$ cat config.mk
export PLATFORM = sky130hd
export DESIGN_NAME = fifo_with_priority_extract_unit
export DESIGN_NICKNAME = d
export VERILOG_FILES = /design/src/fpx_pkg.sv /design/src/fpx_slot_ram.sv /design/src/fifo_with_priority_extract_unit.sv
export SDC_FILE = /design/constraint.sdc
export NUM_CORES = 1
export LEC_CHECK = 0
export ABC_AREA = 1
export BUFFER_PORTS_ARGS = -buffer_cell sky130_fd_sc_hd__buf_2
export CORE_ASPECT_RATIO = 1.5
export CORE_MARGIN = 2
export CORE_UTILIZATION = 55
export DETAILED_ROUTE_END_ITERATION = 8
export HOLD_SLACK_MARGIN = 0.15
export PLACE_DENSITY_LB_ADDON = 0.12
export SLEW_MARGIN = 20
export SYNTH_ARGS = -nofsm -noshare
export SYNTH_HDL_FRONTEND = slang
export SYNTH_SLANG_ARGS = --single-unit
$ cat constraint.sdc
create_clock -name clock -period 4.3 [get_ports clock]
set_clock_uncertainty 0.15 [all_clocks]
set_input_delay 0.645 -clock clock [delete_from_list [all_inputs] [get_ports clock]]
set_output_delay 0.645 -clock clock [all_outputs]
set_load 0.1 [all_outputs]
$ cat src/fpx_pkg.sv
// ----------------------------------------------------------------------------
// fpx_pkg
// Shared types and codes for the priority-extract queue: entry layout,
// action codes and status codes.
// ----------------------------------------------------------------------------
package fpx_pkg;

   localparam int HANDLE_W = 16;
   localparam int PRIO_W   = 8;
   localparam int OCC_W    = 5;

   typedef logic [1:0] action_type;
   localparam action_type ACT_APPEND = 2'd0;
   localparam action_type ACT_POP    = 2'd1;
   localparam action_type ACT_BEST   = 2'd2;

   typedef logic [1:0] status_type;
   localparam status_type ST_OK    = 2'd0;
   localparam status_type ST_EMPTY = 2'd1;
   localparam status_type ST_FULL  = 2'd2;

   typedef struct packed {
      logic [HANDLE_W-1:0] handle;
      logic [PRIO_W-1:0]   prio;
   } entry_type;

endpackage

$ cat src/fpx_slot_ram.sv
// ----------------------------------------------------------------------------
// fpx_slot_ram
// Slot storage: one write port, one read port, registered read data.
// ----------------------------------------------------------------------------
module fpx_slot_ram #(
   parameter int DEPTH  = 16,
   parameter int ADDR_W = 4
) (
   input  logic                  clock,
   input  logic                  wr_en,
   input  logic [ADDR_W-1:0]     wr_addr,
   input  fpx_pkg::entry_type    wr_data,
   input  logic [ADDR_W-1:0]     rd_addr,
   output fpx_pkg::entry_type    rd_data
);

   fpx_pkg::entry_type mem [DEPTH];
   fpx_pkg::entry_type rd_data_ff;

   always_ff @(posedge clock) begin
      if (wr_en) begin
         mem[wr_addr] <= wr_data;
      end
      rd_data_ff <= mem[rd_addr];
   end

   assign rd_data = rd_data_ff;

endmodule

$ cat src/fifo_with_priority_extract_unit.sv
// ----------------------------------------------------------------------------
// fifo_with_priority_extract_unit
// Arrival-order queue of (handle, priority) entries with pop-oldest and
// remove-lowest-priority actions.
// ----------------------------------------------------------------------------
// One beat in gives one beat out. Entries sit oldest first in a slot memory
// with one read and one write port, and the scan and copy pass walk that
// memory one slot per cycle. Append, a removal on an empty queue and an unused
// action go straight to the result state. Pop reads only the oldest entry;
// remove-best runs a scan that reads every entry to find the lowest priority
// (oldest wins a tie). Both then run a copy pass that moves each younger
// entry down one slot to close the gap. A stalled earlier result in the output
// register holds the unit in the result state. One beat is worked on at a
// time; a new beat is taken while the previous result still waits in the
// output register.
// ----------------------------------------------------------------------------
module fifo_with_priority_extract_unit #(
   parameter int QUEUE_DEPTH = 16
) (
   input  logic                           clock,
   input  logic                           reset,
   input  logic                           req_valid,
   output logic                           req_stall,
   input  logic [1:0]                     req_action,
   input  logic [fpx_pkg::HANDLE_W-1:0]   req_entry_handle,
   input  logic [fpx_pkg::PRIO_W-1:0]     req_entry_priority,
   output logic                           rsp_valid,
   input  logic                           rsp_stall,
   output logic [fpx_pkg::HANDLE_W-1:0]   rsp_removed_handle,
   output logic [fpx_pkg::PRIO_W-1:0]     rsp_removed_priority,
   output logic [1:0]                     rsp_status,
   output logic [fpx_pkg::OCC_W-1:0]      rsp_occupancy
);

   localparam int AW = (QUEUE_DEPTH > 1) ? $clog2(QUEUE_DEPTH) : 1;
   localparam int CW = $clog2(QUEUE_DEPTH + 1);
   localparam logic [CW-1:0] DEPTH_C = CW'(QUEUE_DEPTH);
   localparam logic [CW-1:0] ONE_C   = CW'(1);
   localparam logic [CW-1:0] TWO_C   = CW'(2);

   typedef enum logic [4:0] {
      S_IDLE   = 5'b00001,
      S_SCAN   = 5'b00010,
      S_SETUP  = 5'b00100,
      S_SHIFT  = 5'b01000,
      S_RESULT = 5'b10000
   } state_type;

   state_type            state_ff, state_in;
   logic [CW-1:0]        count_ff, count_in;
   logic [CW-1:0]        rd_ptr_ff, rd_ptr_in;
   logic [CW-1:0]        dat_ptr_ff, dat_ptr_in;
   logic [CW-1:0]        wr_ptr_ff, wr_ptr_in;
   logic [CW-1:0]        scan_end_ff, scan_end_in;
   logic [CW-1:0]        best_off_ff, best_off_in;
   fpx_pkg::entry_type   best_ff, best_in;
   fpx_pkg::status_type  status_ff, status_in;
   logic                 dec_ff, dec_in;
   logic                 rsp_valid_ff, rsp_valid_in;
   logic [fpx_pkg::HANDLE_W-1:0] rsp_handle_ff, rsp_handle_in;
   logic [fpx_pkg::PRIO_W-1:0]   rsp_prio_ff, rsp_prio_in;
   fpx_pkg::status_type  rsp_status_ff, rsp_status_in;
   logic [fpx_pkg::OCC_W-1:0]    rsp_occ_ff, rsp_occ_in;

   logic                 accept;
   logic [CW-1:0]        next_off;
   logic [CW-1:0]        count_left;
   logic                 mem_we;
   logic [AW-1:0]        mem_waddr;
   logic [AW-1:0]        mem_raddr;
   fpx_pkg::entry_type   mem_wdata;
   fpx_pkg::entry_type   mem_rdata;

   assign req_stall = (state_ff != S_IDLE);
   assign accept    = req_valid && !req_stall;
   assign next_off  = best_off_ff + ONE_C;
   assign count_left = count_ff - CW'(dec_ff);

   fpx_slot_ram #(
      .DEPTH  (QUEUE_DEPTH),
      .ADDR_W (AW)
   ) u_slots (
      .clock   (clock),
      .wr_en   (mem_we),
      .wr_addr (mem_waddr),
      .wr_data (mem_wdata),
      .rd_addr (mem_raddr),
      .rd_data (mem_rdata)
   );

   always_comb begin
      state_in      = state_ff;
      count_in      = count_ff;
      rd_ptr_in     = rd_ptr_ff;
      dat_ptr_in    = dat_ptr_ff;
      wr_ptr_in     = wr_ptr_ff;
      scan_end_in   = scan_end_ff;
      best_off_in   = best_off_ff;
      best_in       = best_ff;
      status_in     = status_ff;
      dec_in        = dec_ff;
      rsp_valid_in  = rsp_valid_ff && rsp_stall;
      rsp_handle_in = rsp_handle_ff;
      rsp_prio_in   = rsp_prio_ff;
      rsp_status_in = rsp_status_ff;
      rsp_occ_in    = rsp_occ_ff;
      mem_we        = 1'b0;
      mem_waddr     = count_ff[AW-1:0];
      mem_wdata.handle = req_entry_handle;
      mem_wdata.prio   = req_entry_priority;
      mem_raddr     = rd_ptr_ff[AW-1:0];

      case (state_ff)
         S_IDLE: begin
            if (accept) begin
               dec_in    = 1'b0;
               best_in   = '0;
               status_in = fpx_pkg::ST_OK;
               state_in  = S_RESULT;
               case (req_action)
                  fpx_pkg::ACT_APPEND: begin
                     if (count_ff == DEPTH_C) begin
                        status_in = fpx_pkg::ST_FULL;
                     end else begin
                        mem_we   = 1'b1;
                        count_in = count_ff + ONE_C;
                     end
                  end
                  fpx_pkg::ACT_POP, fpx_pkg::ACT_BEST: begin
                     if (count_ff == '0) begin
                        status_in = fpx_pkg::ST_EMPTY;
                     end else begin
                        mem_raddr   = '0;
                        rd_ptr_in   = ONE_C;
                        dat_ptr_in  = '0;
                        scan_end_in = (req_action == fpx_pkg::ACT_POP) ? ONE_C : count_ff;
                        dec_in      = 1'b1;
                        state_in    = S_SCAN;
                     end
                  end
                  default: begin
                  end
               endcase
            end
         end
         S_SCAN: begin
            // oldest wins a tie: strict compare
            if (dat_ptr_ff == '0 || mem_rdata.prio < best_ff.prio) begin
               best_in     = mem_rdata;
               best_off_in = dat_ptr_ff;
            end
            if (rd_ptr_ff < scan_end_ff) begin
               rd_ptr_in = rd_ptr_ff + ONE_C;
            end
            dat_ptr_in = dat_ptr_ff + ONE_C;
            if (dat_ptr_ff + ONE_C == scan_end_ff) begin
               state_in = S_SETUP;
            end
         end
         S_SETUP: begin
            wr_ptr_in = best_off_ff;
            rd_ptr_in = best_off_ff + TWO_C;
            mem_raddr = next_off[AW-1:0];
            if (next_off >= count_ff) begin
               state_in = S_RESULT;
            end else begin
               state_in = S_SHIFT;
            end
         end
         S_SHIFT: begin
            mem_we    = 1'b1;
            mem_waddr = wr_ptr_ff[AW-1:0];
            mem_wdata = mem_rdata;
            wr_ptr_in = wr_ptr_ff + ONE_C;
            if (rd_ptr_ff == count_ff) begin
               state_in = S_RESULT;
            end else begin
               rd_ptr_in = rd_ptr_ff + ONE_C;
            end
         end
         S_RESULT: begin
            if (!rsp_valid_ff || !rsp_stall) begin
               rsp_valid_in  = 1'b1;
               rsp_handle_in = best_ff.handle;
               rsp_prio_in   = best_ff.prio;
               rsp_status_in = status_ff;
               rsp_occ_in    = fpx_pkg::OCC_W'(count_left);
               count_in      = count_left;
               state_in      = S_IDLE;
            end
         end
         default: begin
            state_in = S_IDLE;
         end
      endcase
   end

   always_ff @(posedge clock) begin
      if (reset) begin
         state_ff     <= S_IDLE;
         count_ff     <= '0;
         rsp_valid_ff <= 1'b0;
      end else begin
         state_ff     <= state_in;
         count_ff     <= count_in;
         rsp_valid_ff <= rsp_valid_in;
      end
   end

   always_ff @(posedge clock) begin
      rd_ptr_ff     <= rd_ptr_in;
      dat_ptr_ff    <= dat_ptr_in;
      wr_ptr_ff     <= wr_ptr_in;
      scan_end_ff   <= scan_end_in;
      best_off_ff   <= best_off_in;
      best_ff       <= best_in;
      status_ff     <= status_in;
      dec_ff        <= dec_in;
      rsp_handle_ff <= rsp_handle_in;
      rsp_prio_ff   <= rsp_prio_in;
      rsp_status_ff <= rsp_status_in;
      rsp_occ_ff    <= rsp_occ_in;
   end

   assign rsp_valid            = rsp_valid_ff;
   assign rsp_removed_handle   = rsp_handle_ff;
   assign rsp_removed_priority = rsp_prio_ff;
   assign rsp_status           = rsp_status_ff;
   assign rsp_occupancy        = rsp_occ_ff;

   a_count_bound: assert property (@(posedge clock) disable iff (reset)
      count_ff <= DEPTH_C)
      else $error("entry count above queue depth");

   a_shift_range: assert property (@(posedge clock) disable iff (reset)
      state_ff == S_SHIFT |-> (wr_ptr_ff + ONE_C < count_ff))
      else $error("gap close writes outside held entries");

   a_full_status: assert property (@(posedge clock) disable iff (reset)
      (state_ff == S_RESULT && status_ff == fpx_pkg::ST_FULL) |-> count_ff == DEPTH_C)
      else $error("full reported on a queue that is not full");

   a_accept_busy: assert property (@(posedge clock) disable iff (reset)
      accept |=> state_ff != S_IDLE)
      else $error("accepted beat not worked on");

endmodule

* Word-level counts from Yosys, hierarchy flattened
Memory sizes are Yosys's and may differ from the RTL's. A register that Yosys moved wholly into a read port is not among the register bits.
Index checks and enable logic that the tools add are counted.
** Storage, ports and cells
- Logic and storage cells :: 119
- Bits in writable memories :: 384
- Memories :: 1
- Bits in registers :: 94
** Cells by class
- Order comparisons :: 3
- Reductions and logical operators :: 24
- Bitwise logic cells :: 1
- Muxes and demuxes :: 45
- $add $sub $neg :: 7
- Equal/unequal tests :: 22
** Memory list
- u_slots.mem :: depth 16, width 24, read ports 1, clocked after Yosys merged registers in 1, wr ports 1, RTL line fpx_slot_ram.sv:17 : fpx_pkg::entry_type mem [DEPTH];
** Operators by type and width (count)
- $mux 5 :: 19
- $mux 24 :: 3
- $pmux 24 s2 :: 1
- $pmux 5 s2 :: 3
- $add 5x1->5 const B :: 5
- $pmux 5 s5 :: 1
- $pmux 5 s4 :: 1
- $ne 2x2->1 const B :: 9
- $mux 4 :: 4
- $reduce_and 4->1 :: 3
- $eq 5x5->1 :: 2
- $eq 5x5->1 const B :: 2
- $logic_not 5->1 :: 2
- $mux 1 :: 9
- $lt 8x8->1 :: 1
- $pmux 4 s2 :: 1
- $reduce_and 2->1 :: 3
- $reduce_and 6->1 :: 1
- $reduce_bool 2->1 :: 3
- $add 5x2->5 const B :: 1
- $eq 5x1->1 const B :: 1
- $eq 5x2->1 const B :: 1
- $eq 5x3->1 const B :: 1
- $eq 5x4->1 const B :: 1
- 19 further kinds :: 24

* Logic depth before layout (Yosys ltp)
Gate-level depths: netlist of run 1.
- Word-level depth :: 7
- Gate-level depth with buffers :: 16

* By module
A second synthesis of run 1 with hierarchy kept.
** Second synthesis, totals
- Cell total of the unflattened synthesis :: 2092
- Area total of the unflattened synthesis :: 21750.9 µm²
** Modules (own cells, without submodules)
- fpx_slot_ram :: cells each 1597, sequential area each 12011.5 µm², area an instance 16948.8 µm², times used 1
- fifo_with_priority_extract_unit :: cells each 495, sequential area each 2682.6 µm², area an instance 4802.1 µm², times used 1

* Worst setup path before layout of run 1
No wires, ideal clock.
- Path kind :: reg-to-reg
- Start point :: reg state_ff[0]
- End point :: mem u_slots.mem[0][0] in the netlist's numbering, enable pin
- Clock period less this slack :: 3119 ps
- Data required time :: 3745 ps
- Stages on the path, launching flop included :: 9
- Path slack :: 1181 ps
- Arrival :: 2564 ps
- Library setup time :: 405 ps
- Path buffers :: 1
- Cell sequence :: dfxtp_1 > nor2_1 > nand2_1 > nor3_2 > inv_2 > clkbuf_1 > o21ai_0 > nand3_1 > nor2_1
** On the way
- Word-level cells in the longest chain between the ends :: 7
** Ends and longest elaborated chain
- from (decl) :: RTL line fifo_with_priority_extract_unit.sv:49 : state_type state_ff, state_in;
- from (signal assigned) :: RTL line fifo_with_priority_extract_unit.sv:204 : state_ff <= state_in;
- $ne 5x1->1 :: RTL line fifo_with_priority_extract_unit.sv:74 : assign req_stall = (state_ff != S_IDLE);
- $logic_not 1->1 :: RTL line fifo_with_priority_extract_unit.sv:75 : assign accept = req_valid && !req_stall;
- $logic_and 1x1->1 :: RTL line fifo_with_priority_extract_unit.sv:75
- $mux 1 :: RTL line fifo_with_priority_extract_unit.sv:115 : if (accept) begin
- $pmux 1 s2 :: RTL line fifo_with_priority_extract_unit.sv:113 : case (state_ff)
- $mux 1 :: RTL line fpx_slot_ram.sv:21 : if (wr_en) begin
- $mux 1 (implied by the code) :: RTL line fpx_slot_ram.sv:22 : mem[wr_addr] <= wr_data;
- to (decl) :: RTL line fpx_slot_ram.sv:17
Parallel ways exist; a longest one is shown, timed or not.

* Worst setup path in the final report of run 1
- Start point :: reg count_ff[0]
- End point :: mem u_slots.mem[2][21] in the netlist's numbering, enable pin
** On the way
- Word-level cells in the longest chain between the ends :: 7
** Ends and longest elaborated chain
- from (decl) :: RTL line fifo_with_priority_extract_unit.sv:50 : logic [CW-1:0] count_ff, count_in;
- from (signal assigned) :: RTL line fifo_with_priority_extract_unit.sv:205 : count_ff <= count_in;
- $eq 5x5->1 :: RTL line fifo_with_priority_extract_unit.sv:122 : if (count_ff == DEPTH_C) begin
- $mux 1 :: RTL line fifo_with_priority_extract_unit.sv:122
- $mux 1 :: RTL line fifo_with_priority_extract_unit.sv:120 : case (req_action)
- $mux 1 :: RTL line fifo_with_priority_extract_unit.sv:115
- $pmux 1 s2 :: RTL line fifo_with_priority_extract_unit.sv:113
- $mux 1 :: RTL line fpx_slot_ram.sv:21
- $mux 1 (implied by the code) :: RTL line fpx_slot_ram.sv:22
Parallel ways exist; a longest one is shown, timed or not.

==> qor_table.md, run 1 <==
| Metric | This run |
|---|---|
| Max rail drop VDD | 0.607 mV |
| I/O pin cnt | 63 |
| Post-DR wirelength/cell | 20.4 microns |
| Final TNS setup | 0 ps |
| Adder-cell area share of the yosys netlist | 0.0166 |
| Capture point of the worst reg-to-reg path | u_slots.mem[2][21]$_DFFE_PP_ |
| Relative contribution of combinational cells to total power | 0.378 |
| Vias | 14871 |
| Number of synthesized flops with an enable pin | 466 |
| Number of routed nets with antenna violations | 0 |
| Pin count of the biggest net entering global routing | 132 |
| Seq pwr share | 0.364 |
| HPWL Detailed | 32700 microns |
| Switching Share | 0.391 |
| Antenna Cells | 0 |
| Capture point of the critical path | u_slots.mem[2][21]$_DFFE_PP_ |
| Remaining Overflow, GRT | 0 |
| Dominant synthesized flop cell | sky130_fd_sc_hd__edfxtp_1 |
| Library cell contributing the largest single delay on the critical path | sky130_fd_sc_hd__nor2_4 |
| Post-layout power | 16.5 mW |
| Power share of the clock group | 0.259 |
| # clock sinks | 501 |
| Critical path's largest stage delay | 840 ps |
| Initial antenna violation count | 0 |
| Clock latency at the later pin of the worst-skew pair | 560 ps |
| Cell area after synthesis | 21800 sq um |
| Synthesized-area fraction occupied by ao, oa, aoi and oai cells | 0.0198 |
| Die area | 41400 sq um |
| Critical path cell sequence | inv_1 > ha_1 > nand3_1 > nand2_1 > o21ai_0 > nand3_1 > nor2_4 |
| Share of synthesized area spent on multiplexers | 0 |
| Async SR Flop Fraction | 0 |
| Placer's final routability congestion estimate | 0.874 |
| Cell chosen for the clock root | sky130_fd_sc_hd__clkbuf_16 |
| Reg2Reg Depth | 7 |
| Syn. warnings | 0 |
| Number of slew-limit violations in the final report | 0 |
| Number of buffers inserted by hold repair at cts | 0 |
| Count of H-tree levels built during CTS | 2 |
| Xor and xnor area share after synthesis | 0.00922 |
| Area share of and/or/nand/nor cells after synthesis | 0.209 |
| Hold Crit Class | primary input to flop |
| Layout area overhead | 12.2% |
| Post-CTS setup repair buffer count | 0 |
| Sequential share of the synthesized area | 0.673 |
| Utilization of the core after routing | 0.623 |
| Pwr dens | 675 nW/um^2 |
| Proportion of layout cells with a drive suffix above 1 | 0.106 |
| Worst EP arrival | 3590 ps |
| Mapped Nets | 2112 |
| Element type at the critical path start | flop |
| Slew at the pin closest to its max-slew limit | 1020 ps |
| Dominant combinational cell family by area after synthesis | simple AND/OR/NAND/NOR gates |
| Syn avg cell area | 10.6 sq um |
| Portion of the clock cycle consumed by the worst path in the final layout | 0.828 |
| Vias per Instance | 5.61 |
| Total iterations of the first detailed-routing run | 6 |
| Post-layout nets | 2175 |
| Core Rows | 89 |
| Min Tclk post-route | 3560 ps |
| Number of distinct library cells after synthesis | 40 |
| Unrepaired setup endpoints after global routing | no |
| Crit Path Max Fanout | 24 |
| Leakage Power | 10.2 nW |
| Number of port buffers | 62 |
| Hold violation total from the final report | 0 |
| Power dissipated by switching net loads | 6.46 mW |
| Number of violations reported at the end of detailed-routing iteration 0 | 1606 |
| Slew headroom | 0.319 |
| Hold_ws | 186 ps |
| Mapped Cells | 2053 |
| TritonCTS clock tree | done |
| Post_cts resized | 0 |
| Worst reg2reg setup slack | 740 ps |
| Fill cell total of the finished layout | 3135 |
| Placed Instance Area | 22900 sq um |
| Wire length after detailed routing | 54200 microns |
| Wire length of the first global-routing pass | 83300 microns |
| Startpoint of the worst-slack reg-to-reg timing path | count_ff[0]$_SDFFE_PP0P_ |
| Area of the core | 39300 sq um |
| CTS Buffer Depth | 3 |
| Effective utilization at floorplan | 0.556 |
| Die Y-Extent | 248 microns |
| Element type at the critical path end | flop |
| Cell internal pwr | 10.1 mW |
| Remaining design rule violation count | 0 |
| Post-route cell area | 24500 sq um |
| Count of final setup violators | 0 |
| Vias in the first global route | 14280 |
| Most Frequent Cell on Critical Path | sky130_fd_sc_hd__nand3_1 |
| FF+latch count, synth | 501 |
| Horizontal extent of the die | 167 microns |
| Total track usage | 0.262 |
| Number of max-cap violations | 0 |
| Status | finished, final reports clean |
| CTS clk-pin slew, worst paths | 60 ps |
| Critical Path RT | 4330 ps |
| Critical Setup Path Class | flop to flop |
| Highest attainable clock frequency | 281 MHz |
| Clock buffers created by TritonCTS | 46 |
| Crit. Startpoint | count_ff[0]$_SDFFE_PP0P_ |
## power by group through the flow
stage,combinational [mW],clock (mW),sequential (mW)
floorplan,4.36,0,6.25
global placement,6.10,0,6.11
detailed placement,6.16,0,6.12
CTS,6.21,4.30,6.01
global route,6.89,4.48,6.04
finish,6.24,4.27,6.02
## sequential cells by signal, indices dropped and copies added (netlist names)
signal                cells
wr_ptr_ff                 4
count_ff                  5
rsp_valid                 1
rsp_occupancy             5
rd_ptr_ff                 5
rsp_status                2
dat_ptr_ff                5
best_ff                  24
u_slots.mem             384
rsp_removed_priority      8
dec_ff                    1
rsp_removed_handle       16
state_ff                  5
u_slots.rd_data          24
best_off_ff               5
status_ff                 2
scan_end_ff               5
## per-layer routing
| layer | vias up | GRT usage | wire length, microns |
|---|---|---|---|
| li1 | 7020 | - | - |
| met1 | 7186 | 0.344 | 21900 |
| met2 | 560 | 0.453 | 27300 |
| met3 | 105 | 0.0289 | 3200 |
| met4 | 0 | 0.100 | 1850 |
| met5 | - | 0 | 0 |
## synthesized netlist by cell type (8+ instances only)
cell / instances / area share
sky130_fd_sc_hd__buf_2: 40 / 0.0092
sky130_fd_sc_hd__nand2_1: 497 / 0.085
sky130_fd_sc_hd__o21ai_0: 44 / 0.010
sky130_fd_sc_hd__ha_1: 29 / 0.017
sky130_fd_sc_hd__a21oi_1: 18 / 0.0041
sky130_fd_sc_hd__xor2_1: 15 / 0.0060
sky130_fd_sc_hd__nand3_1: 454 / 0.10
sky130_fd_sc_hd__nor2_1: 70 / 0.012
sky130_fd_sc_hd__edfxtp_1: 466 / 0.64
sky130_fd_sc_hd__dfxtp_1: 35 / 0.032
sky130_fd_sc_hd__clkbuf_1: 40 / 0.0069
sky130_fd_sc_hd__inv_1: 269 / 0.046
sky130_fd_sc_hd__buf_4: 22 / 0.0076
sky130_fd_sc_hd__xnor2_1: 8 / 0.0032
## critical path: cells and delay by family (launching register included)
| kind | cells | cell delay (ps) |
|---|---|---|
| simple gates | 4 | 1540 |
| flops | 1 | 550 |
| compound gates | 1 | 500 |
| fa+ha+maj | 1 | 260 |
| buf+inv | 1 | 170 |
## layout by cell type (no fill, tap or decap), types with 8 or more instances in the layout
cell / synthesis / layout
sky130_fd_sc_hd__nor2_1: 70 / 54
sky130_fd_sc_hd__edfxtp_1: 466 / 466
sky130_fd_sc_hd__nor2_4: 1 / 17
sky130_fd_sc_hd__buf_4: 22 / 53
sky130_fd_sc_hd__ha_1: 29 / 29
sky130_fd_sc_hd__clkinv_1: 1 / 9
sky130_fd_sc_hd__o21ai_0: 44 / 44
sky130_fd_sc_hd__inv_1: 269 / 266
sky130_fd_sc_hd__clkbuf_16: 0 / 47
sky130_fd_sc_hd__nand2_1: 497 / 496
sky130_fd_sc_hd__buf_2: 40 / 62
sky130_fd_sc_hd__buf_12: 0 / 8
sky130_fd_sc_hd__nand3_1: 454 / 454
sky130_fd_sc_hd__xnor2_1: 8 / 8
sky130_fd_sc_hd__xor2_1: 15 / 15
sky130_fd_sc_hd__a21oi_1: 18 / 17
sky130_fd_sc_hd__dfxtp_1: 35 / 35
## how the worst min path moves through the flow
stage	startpoint	end	slack [ps]	cells after the start
final	reset	rsp_valid$_SDFF_PP0_	190	2
after global routing	reset	rsp_valid$_SDFF_PP0_	190	2
after CTS	reset	rsp_valid$_SDFF_PP0_	170	2
after detailed placement	best_ff[8]$_SDFFCE_PN0P_	rsp_removed_handle[0]$_DFFE_PP_	250	0
after global placement	best_ff[9]$_SDFFCE_PN0P_	rsp_removed_handle[1]$_DFFE_PP_	250	0
after floorplan	best_ff[8]$_SDFFCE_PN0P_	rsp_removed_handle[0]$_DFFE_PP_	250	0
## cell type report
class	count	area, sq um	share of cell area
tap	500	626	0.0255
sequential	501	14700	0.600
multi-input combinational	1173	5730	0.234
timing repair buffer	123	868	0.0354
inverter	271	1020	0.0417
clock buffer	58	1260	0.0513
clock inverter	25	305	0.0125
## metrics by stage
stage | worst slack (ps) | std cells
global placement | 846 | 2568
finish | 738 | 2651
CTS | 774 | 2651
floorplan | 1180 | 2053
global route | 534 | 2651
detailed placement | 815 | 2568
## logic make-up after synthesis
group | count (synthesis)
AND/OR/NAND/NOR | 1044
buffers and inverters | 379
AO/OA/AOI/OAI | 77
adder cells (fa/ha/maj) | 29
XOR/XNOR | 23
flip-flops | 501
No activity file was read; power rests on OpenSTA's default activity.
==> run 2: changes to the inputs <==
Clock period 4.3 ns to 2.85 ns, I/O delays scaled along.
==> run 2 against run 1 <==
Via count rose by 1.3%. Clock-buffer cell count up 8. Worst setup slack got worse by 490 ps. Maximum frequency up 37%. Critical path depth grew 2. Die area stayed put. Global-route usage is 0.95 points higher. Register-to-register slack got worse by 490 ps. Utilization increased by 1.2 points. Combinational power up 59%. Largest cell class unchanged. Highest routed layer unchanged.
==> qor_table.md, run 2 (synthesis gave the netlist of run 1 again) <==
| Metric | This run | vs previous |
|---|---|---|
| Vias | 15059 | was 14871 |
| I/O pin cnt | 63 | unchanged |
| CTS Buffer Depth | 3 | unchanged |
| Number of flip-flops in the largest register | 384 | unchanged |
| Vias per Instance | 5.59 | was 5.61 |
| Horizontal extent of the die | 167 microns | unchanged |
| CTS clk-pin slew, worst paths | 70 ps | was 60 ps |
| Library cell contributing the largest single delay on the critical path | sky130_fd_sc_hd__o21ai_0 | was sky130_fd_sc_hd__nor2_4 |
| Critical Path RT | 2940 ps | was 4330 ps |
| Clock buffers created by TritonCTS | 47 | was 46 |
| HPWL Detailed | 33300 microns | was 32700 microns |
| Portion of the clock cycle consumed by the worst path in the final layout | 0.914 | was 0.828 |
| Layout area overhead | 14.4% | was 12.2% |
| Critical Setup Path Class | flop to flop | unchanged |
| Area of the core | 39300 sq um | unchanged |
| Element type at the critical path end | flop | unchanged |
| Crit Path Max Fanout | 17 | was 24 |
| Leakage Power | 10.4 nW | was 10.2 nW |
| Pin count of the biggest net entering global routing | 108 | was 132 |
| Element type at the critical path start | flop | unchanged |
| Leading cell type in the layout, fill and taps excluded | sky130_fd_sc_hd__nand2_1 | unchanged |
| Number of max-cap violations | 0 | unchanged |
| Remaining Overflow, GRT | 0 | unchanged |
| Hold violation total from the final report | 0 | unchanged |
| Slew headroom | 0.528 | was 0.319 |
| Highest attainable clock frequency | 384 MHz | was 281 MHz |
| Final TNS setup | 0 ps | unchanged |
| Critical path cell sequence | nor2_1 > nand2_1 > nor3_2 > inv_2 > o21ai_0 > nand3_1 > buf_4 > nor2_4 > buf_4 | was inv_1 > ha_1 > nand3_1 > nand2_1 > o21ai_0 > nand3_1 > nor2_4 |
| Total track usage | 0.271 | was 0.262 |
| Die area | 41400 sq um | unchanged |
| Fill cell total of the finished layout | 3145 | was 3135 |
| Total iterations of the first detailed-routing run | 5 | was 6 |
| Area occupied by registers | 14700 sq um | unchanged |
| Remaining design rule violation count | 0 | unchanged |
| Die Y-Extent | 248 microns | unchanged |
| Slew at the pin closest to its max-slew limit | 703 ps | was 1020 ps |
| Min Tclk post-route | 2610 ps | was 3560 ps |
| Register containing the most flip-flops in the final layout | u_slots.mem | unchanged |
| Clock latency at the later pin of the worst-skew pair | 560 ps | about the same |
| Area of the multi-input gates | 5730 sq um | about the same |
| Unrepaired setup endpoints after global routing | yes | was no |
| Post-layout nets | 2221 | was 2175 |
| Number of slew-limit violations in the final report | 0 | unchanged |
| Worst EP arrival | 2690 ps | was 3590 ps |
| Number of routed nets with antenna violations | 0 | unchanged |
| Hold Crit Class | primary input to flop | unchanged |
| Max rail drop VDD | 0.709 mV | was 0.607 mV |
| Hold Path Stages | 3 | was 2 |
| Core Rows | 89 | unchanged |
| Effective utilization at floorplan | 0.556 | unchanged |
| Status | finished, final reports clean | unchanged |
| Placer's final routability congestion estimate | 0.882 | was 0.874 |
| TritonCTS clock tree | done | unchanged |
| # clock sinks | 501 | unchanged |
| Post-layout power | 24.7 mW | was 16.5 mW |
| Post-CTS setup repair buffer count | 0 | unchanged |
| Antenna Cells | 0 | unchanged |
| Count of H-tree levels built during CTS | 2 | unchanged |
| Number of violations reported at the end of detailed-routing iteration 0 | 1438 | was 1606 |
| Wire length after detailed routing | 56200 microns | was 54200 microns |
| Number of port buffers | 62 | unchanged |
| Pwr dens | 989 nW/um^2 | was 675 nW/um^2 |
| Vias in the first global route | 14616 | was 14280 |
| Reg2Reg Depth | 9 | was 7 |
| Most frequent cells in the layout | 496 x sky130_fd_sc_hd__nand2_1, 466 x sky130_fd_sc_hd__edfxtp_1, 453 x sky130_fd_sc_hd__nand3_1 | was 496 x sky130_fd_sc_hd__nand2_1, 466 x sky130_fd_sc_hd__edfxtp_1, 454 x sky130_fd_sc_hd__nand3_1 |
| Post-DR wirelength/cell | 20.8 microns | was 20.4 microns |
| Wire length of the first global-routing pass | 85300 microns | was 83300 microns |
| Cell chosen for the clock root | sky130_fd_sc_hd__clkbuf_16 | unchanged |
| Proportion of layout cells with a drive suffix above 1 | 0.120 | was 0.106 |
| Count of final setup violators | 0 | unchanged |
| Most Frequent Cell on Critical Path | sky130_fd_sc_hd__buf_4 | was sky130_fd_sc_hd__nand3_1 |
| Critical path's largest stage delay | 420 ps | was 840 ps |
| Initial antenna violation count | 0 | unchanged |
==> run 2: final timing paths <==
kind,from,endpoint,slack [ps]
worst max-delay path,state_ff[0]$_SDFFE_PP1P_,u_slots.mem[13][14]$_DFFE_PP_,240
worst min-delay path,req_action[1],status_ff[1]$_DFFE_PP_,170
worst max register to register,state_ff[0]$_SDFFE_PP1P_,u_slots.mem[13][14]$_DFFE_PP_,240
worst min register to register,best_ff[13]$_SDFFCE_PN0P_,rsp_removed_handle[5]$_DFFE_PP_,270
==> run 2: power by group <==
group / switching (mW) / internal [mW]
combinational: 6.81 / 3.08
sequential: 0.298 / 8.71
clock: 2.61 / 3.19
==> run 2: cell type report <==
type / instances / share of cell area
clock inverters: 17 / 0.00456
flip-flops and latches: 501 / 0.588
clock buffers: 66 / 0.0507
multi-input cells: 1173 / 0.230
repair buffers: 168 / 0.0611
well taps: 500 / 0.0250
inverters: 271 / 0.0409
==> run 2: critical path: cells and delay by family (launching register included) <==
family / cells / cell delay [ps]
compound gates: 1 / 420
buf+inv: 3 / 650
flops: 1 / 330
simple gates: 5 / 730
==> run 2: repair_timing <==
action / 4_1_cts / 5_1_grt
hold buffers: 3 / 0
resized for setup: 0 / 1
setup endpoints to repair: 0 / 21
endpoints found under the hold margin: 6 / 0
==> run 2: layer usage <==
metal	GRT usage	share of wire	up-vias
met4	0.114	0.040	0
met1	0.348	0.39	7202
met3	0.0365	0.068	140
met5	0	0	-
met2	0.469	0.50	593
li1	-	-	7124
==> run 2: through the flow <==
step                worst slack [ps]   util  hold slack, ps  area (sq um)  instances
detailed placement               266  0.600             255         23600       2610
floorplan                       -269      -             250         21800       2053
global placement                 262  0.600             251         23600       2610
finish                           245  0.636             170         25000       2696
CTS                              289  0.636             160         25000       2696
global route                   -24.8  0.636             181         25000       2696
